==> config.mk <==
export PLATFORM = sky130hd
export DESIGN_NAME = kruskal_spanning_tree_cost_top
export DESIGN_NICKNAME = d
export VERILOG_FILES = /design/src/kstc_pkg.sv /design/src/kruskal_spanning_tree_cost_top.sv
export SDC_FILE = /design/constraint.sdc
export NUM_CORES = 1
export LEC_CHECK = 0
export ABC_AREA = 1
export BUFFER_PORTS_ARGS = -buffer_cell sky130_fd_sc_hd__buf_4
export CORE_ASPECT_RATIO = 1.1
export CORE_UTILIZATION = 40
export DETAILED_ROUTE_END_ITERATION = 10
export PLACE_DENSITY = 0.6
export SKIP_LAST_GASP = 1
export SLEW_MARGIN = 10
export SYNTH_ARGS = -nofsm -noshare
export SYNTH_HDL_FRONTEND = slang
export SYNTH_SLANG_ARGS = --single-unit
==> constraint.sdc <==
create_clock -name clk -period 6.65 [get_ports clk]
set_clock_uncertainty 0.05 [all_clocks]
set_input_delay 0.665 -clock clk [delete_from_list [all_inputs] [get_ports clk]]
set_output_delay 0.665 -clock clk [all_outputs]
set_load 0.05 [all_outputs]
==> src/kstc_pkg.sv <==
// Shared constants for the Kruskal spanning tree cost block.
// Depends on nothing; the top level takes its defaults and widths from here.
package kstc_pkg;

  // Default vertex count of the union-find forest.
  localparam int NODES_DEFAULT = 64;

  // Widths of the request and result fields.
  localparam int COST_IN_W = 16;
  localparam int NODE_W    = 6;
  localparam int COST_W    = 22;

  // Ceiling of the running total.
  localparam logic [COST_W-1:0] COST_MAX = {COST_W{1'b1}};

endpackage

==> src/kruskal_spanning_tree_cost_top.sv <==
// Kruskal spanning tree step over a union-find parent table held in one memory.
// Each edge walks the parent links from node_u to its root, then from node_v to its root,
// then links the two roots if they differ; a first edge begins with the identity sweep.
// One edge is in work at a time: no request is taken until the last result is registered.
// Reset sweeps the parent memory to identity with the running total at zero,
// and no request is taken until the sweep ends. Depends on kstc_pkg.
module kruskal_spanning_tree_cost_top #(
  parameter int NODES = kstc_pkg::NODES_DEFAULT
) (
  input  logic                           clk,
  input  logic                           rst,
  input  logic                           in_valid,
  output logic                           in_stall,
  input  logic [kstc_pkg::COST_IN_W-1:0] edge_cost,
  input  logic [kstc_pkg::NODE_W-1:0]    node_u,
  input  logic [kstc_pkg::NODE_W-1:0]    node_v,
  input  logic                           first_edge,
  output logic                           out_valid,
  input  logic                           out_stall,
  output logic                           edge_taken,
  output logic [kstc_pkg::COST_W-1:0]    total_cost
);

  localparam int IW = $clog2(NODES);

  typedef enum logic [2:0] {
    S_IDLE,
    S_CLEAR,
    S_U_START,
    S_U_WALK,
    S_V_START,
    S_V_WALK,
    S_LINK,
    S_RESULT
  } state_t;

  state_t                           state;
  logic [IW-1:0]                    clr_idx;
  logic                             pending;
  logic [kstc_pkg::COST_W-1:0]      cost_sum;
  logic [kstc_pkg::COST_IN_W-1:0]   cost_q;
  logic [kstc_pkg::NODE_W-1:0]      node_u_q;
  logic [kstc_pkg::NODE_W-1:0]      node_v_q;
  logic [IW-1:0]                    cur;
  logic [IW-1:0]                    root_u;
  logic [IW-1:0]                    root_v;
  logic                             taken_q;

  // Parent memory and its port signals.
  logic [IW-1:0]                    parent_mem [NODES];
  logic [IW-1:0]                    rd_addr;
  logic [IW-1:0]                    rd_q;
  logic                             wr_en;
  logic [IW-1:0]                    wr_addr;
  logic [IW-1:0]                    wr_data;

  logic                             ends_ok;
  logic [kstc_pkg::COST_W:0]        sum_ext;
  logic [kstc_pkg::COST_W-1:0]      sum_next;

  // Requests are taken only when the sequencer is idle.
  assign in_stall = (state != S_IDLE);

  // Both endpoints must lie inside the vertex set.
  assign ends_ok = (32'(node_u_q) < 32'(NODES)) && (32'(node_v_q) < 32'(NODES));

  // Saturating add of the edge cost to the running total.
  assign sum_ext  = {1'b0, cost_sum} + (kstc_pkg::COST_W + 1)'(cost_q);
  assign sum_next = sum_ext[kstc_pkg::COST_W] ? kstc_pkg::COST_MAX
                                              : sum_ext[kstc_pkg::COST_W-1:0];

  // Read address: the start vertex, or the parent just read while walking.
  always_comb begin
    case (state)
      S_U_START: rd_addr = IW'(node_u_q);
      S_V_START: rd_addr = IW'(node_v_q);
      default:   rd_addr = rd_q;
    endcase
  end

  // Writes come from the identity sweep or from linking two roots.
  assign wr_en   = (state == S_CLEAR) || ((state == S_LINK) && (root_u != root_v));
  assign wr_addr = (state == S_CLEAR) ? clr_idx : root_u;
  assign wr_data = (state == S_CLEAR) ? clr_idx : root_v;

  // Parent memory: one write and one registered read per cycle.
  always_ff @(posedge clk) begin
    if (wr_en) begin
      parent_mem[wr_addr] <= wr_data;
    end
    rd_q <= parent_mem[rd_addr];
  end

  // Sequencer, running total and result register.
  always_ff @(posedge clk) begin
    if (rst) begin
      state     <= S_CLEAR;
      clr_idx   <= '0;
      pending   <= 1'b0;
      cost_sum  <= '0;
      out_valid <= 1'b0;
    end else begin
      // A taken result is dropped unless the result state reloads it this cycle.
      if (out_valid && !out_stall && (state != S_RESULT)) begin
        out_valid <= 1'b0;
      end
      case (state)
        S_IDLE: begin
          if (in_valid) begin
            cost_q   <= edge_cost;
            node_u_q <= node_u;
            node_v_q <= node_v;
            pending  <= 1'b1;
            clr_idx  <= '0;
            state    <= first_edge ? S_CLEAR : S_U_START;
          end
        end
        S_CLEAR: begin
          cost_sum <= '0;
          if (clr_idx == IW'(NODES - 1)) begin
            state <= pending ? S_U_START : S_IDLE;
          end else begin
            clr_idx <= clr_idx + IW'(1);
          end
        end
        S_U_START: begin
          if (ends_ok) begin
            cur   <= IW'(node_u_q);
            state <= S_U_WALK;
          end else begin
            taken_q <= 1'b0;
            state   <= S_RESULT;
          end
        end
        S_U_WALK: begin
          if (rd_q == cur) begin
            root_u <= cur;
            state  <= S_V_START;
          end else begin
            cur <= rd_q;
          end
        end
        S_V_START: begin
          cur   <= IW'(node_v_q);
          state <= S_V_WALK;
        end
        S_V_WALK: begin
          if (rd_q == cur) begin
            root_v <= cur;
            state  <= S_LINK;
          end else begin
            cur <= rd_q;
          end
        end
        S_LINK: begin
          taken_q <= (root_u != root_v);
          if (root_u != root_v) begin
            cost_sum <= sum_next;
          end
          state <= S_RESULT;
        end
        S_RESULT: begin
          if (!out_valid || !out_stall) begin
            out_valid  <= 1'b1;
            edge_taken <= taken_q;
            total_cost <= cost_sum;
            pending    <= 1'b0;
            state      <= S_IDLE;
          end
        end
        default: begin
          state <= S_IDLE;
        end
      endcase
    end
  end

`ifndef SYNTH
  // The identity sweep never addresses beyond the vertex set.
  a_clear_range: assert property (@(posedge clk) disable iff (rst)
    (state == S_CLEAR) |-> (32'(clr_idx) < 32'(NODES)))
    else $error("clear sweep index beyond vertex set");

  // Every parent link followed during a walk names a real vertex.
  a_walk_range: assert property (@(posedge clk) disable iff (rst)
    ((state == S_U_WALK) || (state == S_V_WALK)) |-> (32'(rd_q) < 32'(NODES)))
    else $error("parent link beyond vertex set");

  // A new result is only ever loaded from the result state.
  a_result_src: assert property (@(posedge clk) disable iff (rst)
    $rose(out_valid) |-> ($past(state) == S_RESULT))
    else $error("result raised outside result state");

  // The total only grows, except while the forest is being cleared.
  a_sum_grows: assert property (@(posedge clk) disable iff (rst)
    (state != S_CLEAR) |=> (cost_sum >= $past(cost_sum)))
    else $error("running total decreased outside a clear");
`endif

endmodule
==> summary.txt <==
Hold path
  • Worst hold path stage count: 1
  • Hold Path Class: input pin to register
  • Hold Path Sink: cost_q[9]
  • Hold Path Origin: edge_cost[9]

Die
  • Die area: 57500 sq um
  • Die Y: 251 um
  • Core area: 55900 sq um
  • Io pins: 58
  • Initial Util: 0.404
  • Num rows: 91
  • Die W: 229 um

CTS
  • CTS tree: yes
  • Root Buffer: clkbuf_16
  • Num CTS Buffers: 50
  • Post-CTS Setup Bufs: 0
  • Gates resized, CTS repair: 0
  • H-Tree Depth: 2
  • Clock latency on the worst-skew pair: 610 ps
  • Clock transition at path regs: 60 ps
  • Hold Buf Count CTS: 0
  • Max clock buf depth: 3
  • Clock Sinks: 493

Place
  • Final GP Congestion: 0.862
  • # port buffers: 57
  • Setup WS pre-CTS: 2370 ps
  • Inst Count DP: 2915
  • Post-DP HPWL: 33.9 mm

Drt
  • Post-Route WL: 56.2 mm
  • Router iterations before antenna repair: 6
  • DR vias: 15600
  • Drt first-iter violations: 1240
  • DRC errors left: 0
  • Drt wl/cell: 18.7 um
  • Vias per cell: 5.19
  • Routed Antenna Nets: 0

Pwr
  • Power Dens Cells: 342 nW/um^2
  • Peak VDD IR: 0.000250 V
  • Leak Pwr: 10.1 nW

Timing
  • Final min period: 4300 ps
  • Final Setup Violations: 0
  • Period utilisation layout: 0.647
  • Setup tns final: 0 ps
  • Worst relative slew slack: 0.136
  • Unrepaired setup endpoints after global routing: false
  • Final worst slack: 2350 ps
  • Final number of max-transition violations: 0
  • Final Hold Viols: 0
  • Least-Margin Pin Slew: 1300 ps
  • Max frequency: 0.232 GHz

Critical path
  • CP arrival: 4780 ps
  • CP endpoint kind: register
  • CP max FO: 97
  • Crit path kind: register to register
  • Critical Path Start Type: register
  • Reg2Reg Setup Slack: 2350 ps
  • Crit Reg-Reg Startpoint: state[1]
  • Worst-case reg-to-reg path depth: 13
  • R2R Path End: rd_q[2]
  • Required @ worst endpoint: 7120 ps

Logic synthesis
  • Ys async rst share: 0
  • Top-area cell type share of the netlist area: 0.603
  • Post-synthesis sequential area ratio: 0.638
  • Number of synthesized flops with an enable pin: 454
  • Avg Inst Size Synth: 10.2 sq um
  • Synth Warn #: 0
  • Cell Area, Synth: 22600 sq um
  • Largest cells by area after synthesis: edfxtp_1, nand3_1, nand2_1
  • Flops & latches, synth: 493
  • Post-Syn Instances: 2212
  • Area leader, netlist: edfxtp_1
  • Synth unique cells: 44
  • Syn nets: 2263
  • Post-synth top flop: edfxtp_1

Finish
  • Commonest non-fill, non-tap cell in the layout: edfxtp_1
  • Non-Filler Instances: 3008
  • Commonest cells after routing, fill and taps aside: edfxtp_1, nand2_1, nand3_1
  • Fill cell count: 5160
  • Footprint of the multi-input gates: 6530 sq um
  • Fin util: 0.451
  • Share of cells above drive strength 1: 0.0795
  • Final net count: 2274
  • Register area: 14400 sq um
  • Number of antenna diodes: 0
  • Area Overhead vs Synth: 11.5%

GRT
  • First-pass GRT wire length: 88.0 mm
  • Vias in the first global route: 15400
  • Initial antenna violation count: 0
  • Pin count of the biggest net entering global routing: 107
  • Total gr overflow: 0
  • Tot GR Track Use: 0.197

Run status
  • Status: complete, no violations

Flow run
  • Max cap viols: 0
==> power breakdown <==
group | total (W) | switching [W] | internal [W]
Combinational | 0.00234 | 0.00166 | 0.000687
Clock | 0.00281 | 0.00121 | 0.00160
Sequential | 0.00346 | 0.0000541 | 0.00341
==> Yosys cell counts, types with 2 or more instances <==
library cell and number:
a21o_1 3, a21oi_1 53, and2_1 2, buf_1 6
buf_2 65, buf_4 8, buf_6 5, clkbuf_1 28
dfxtp_1 39, edfxtp_1 454, ha_1 17, inv_1 305
inv_2 11, nand2_1 445, nand2_2 2, nand3_1 430
nand3_2 2, nand3b_1 135, nand4_1 7, nor2_1 109
nor2_2 4, nor3_1 11, nor3b_1 2, nor4_1 2
o211ai_1 3, o21a_1 2, o21ai_0 24, o21ai_2 2
o22ai_1 2, or2_2 3, xnor2_1 12, xor2_1 7
==> metrics by stage <==
step                      total power [W]  hold slack [ps]  cell area, sq um
after detailed placement          0.00586              377             23600
after floorplan                   0.00520              350             22600
after global routing              0.00899              159             25200
after CTS                         0.00865              156             25200
final                             0.00861              195             25200
after global placement            0.00584              400             23600
==> area by class of cell <==
type / instances / share of cell area
inverter: 316 / 0.0470
clock inverter: 27 / 0.0114
clock buffer: 66 / 0.0524
multi-input combinational: 1291 / 0.259
tap: 744 / 0.0369
sequential: 493 / 0.572
timing repair buffer: 71 / 0.0216
==> sequential cells by signal, summed over array words and instances, names as in the netlist <==
signal	cells
pending	1
parent_mem	384
clr_idx	6
total_cost	22
rd_q	6
cost_q	16
edge_taken	1
node_v_q	6
taken_q	1
state	3
root_v	6
root_u	6
cur	6
cost_sum	22
node_u_q	6
out_valid	1
==> worst max-delay path, cell delays in order (launching register included) <==
cell,delay [ps]
dfxtp_1,530
nor2_2,80
nand2_2,140
nand3_4,820
nand2_4,1250
buf_12,370
nand2_1,90
nand2_1,90
nand2_1,60
nand3_1,170
nand3_1,90
nand3_1,100
nand3_1,170
nand2_1,130
==> worst max-delay path by stage <==
stage	from	to	slack, ps	cells past startpoint
detailed placement	state[1]	rd_q[2]	2370	13
finish	state[1]	rd_q[2]	2350	13
floorplan	state[1]	parent_mem[0][2]	2570	6
global route	state[1]	rd_q[3]	1950	12
global placement	state[1]	rd_q[2]	2450	13
CTS	state[1]	rd_q[2]	2340	13
==> layer usage <==
metal / track usage / up-vias / wire length, um
li1: - / 7485 / -
met5: 0 / - / 0
met2: 0.327 / 508 / 26800
met4: 0.0740 / 0 / 1940
met3: 0.0370 / 113 / 3750
met1: 0.255 / 7519 / 23700
==> cell families after synthesis <==
| kind of cell | Yosys count | share of synthesized area |
|---|---|---|
| compound gates | 95 | 0.0232 |
| xor+xnor | 19 | 0.00736 |
| fa+ha+maj | 18 | 0.0103 |
| buf+inv | 428 | 0.0777 |
| flops | 493 | 0.638 |
| simple gates | 1159 | 0.244 |
No activity file was read; power rests on OpenSTA's default activity.
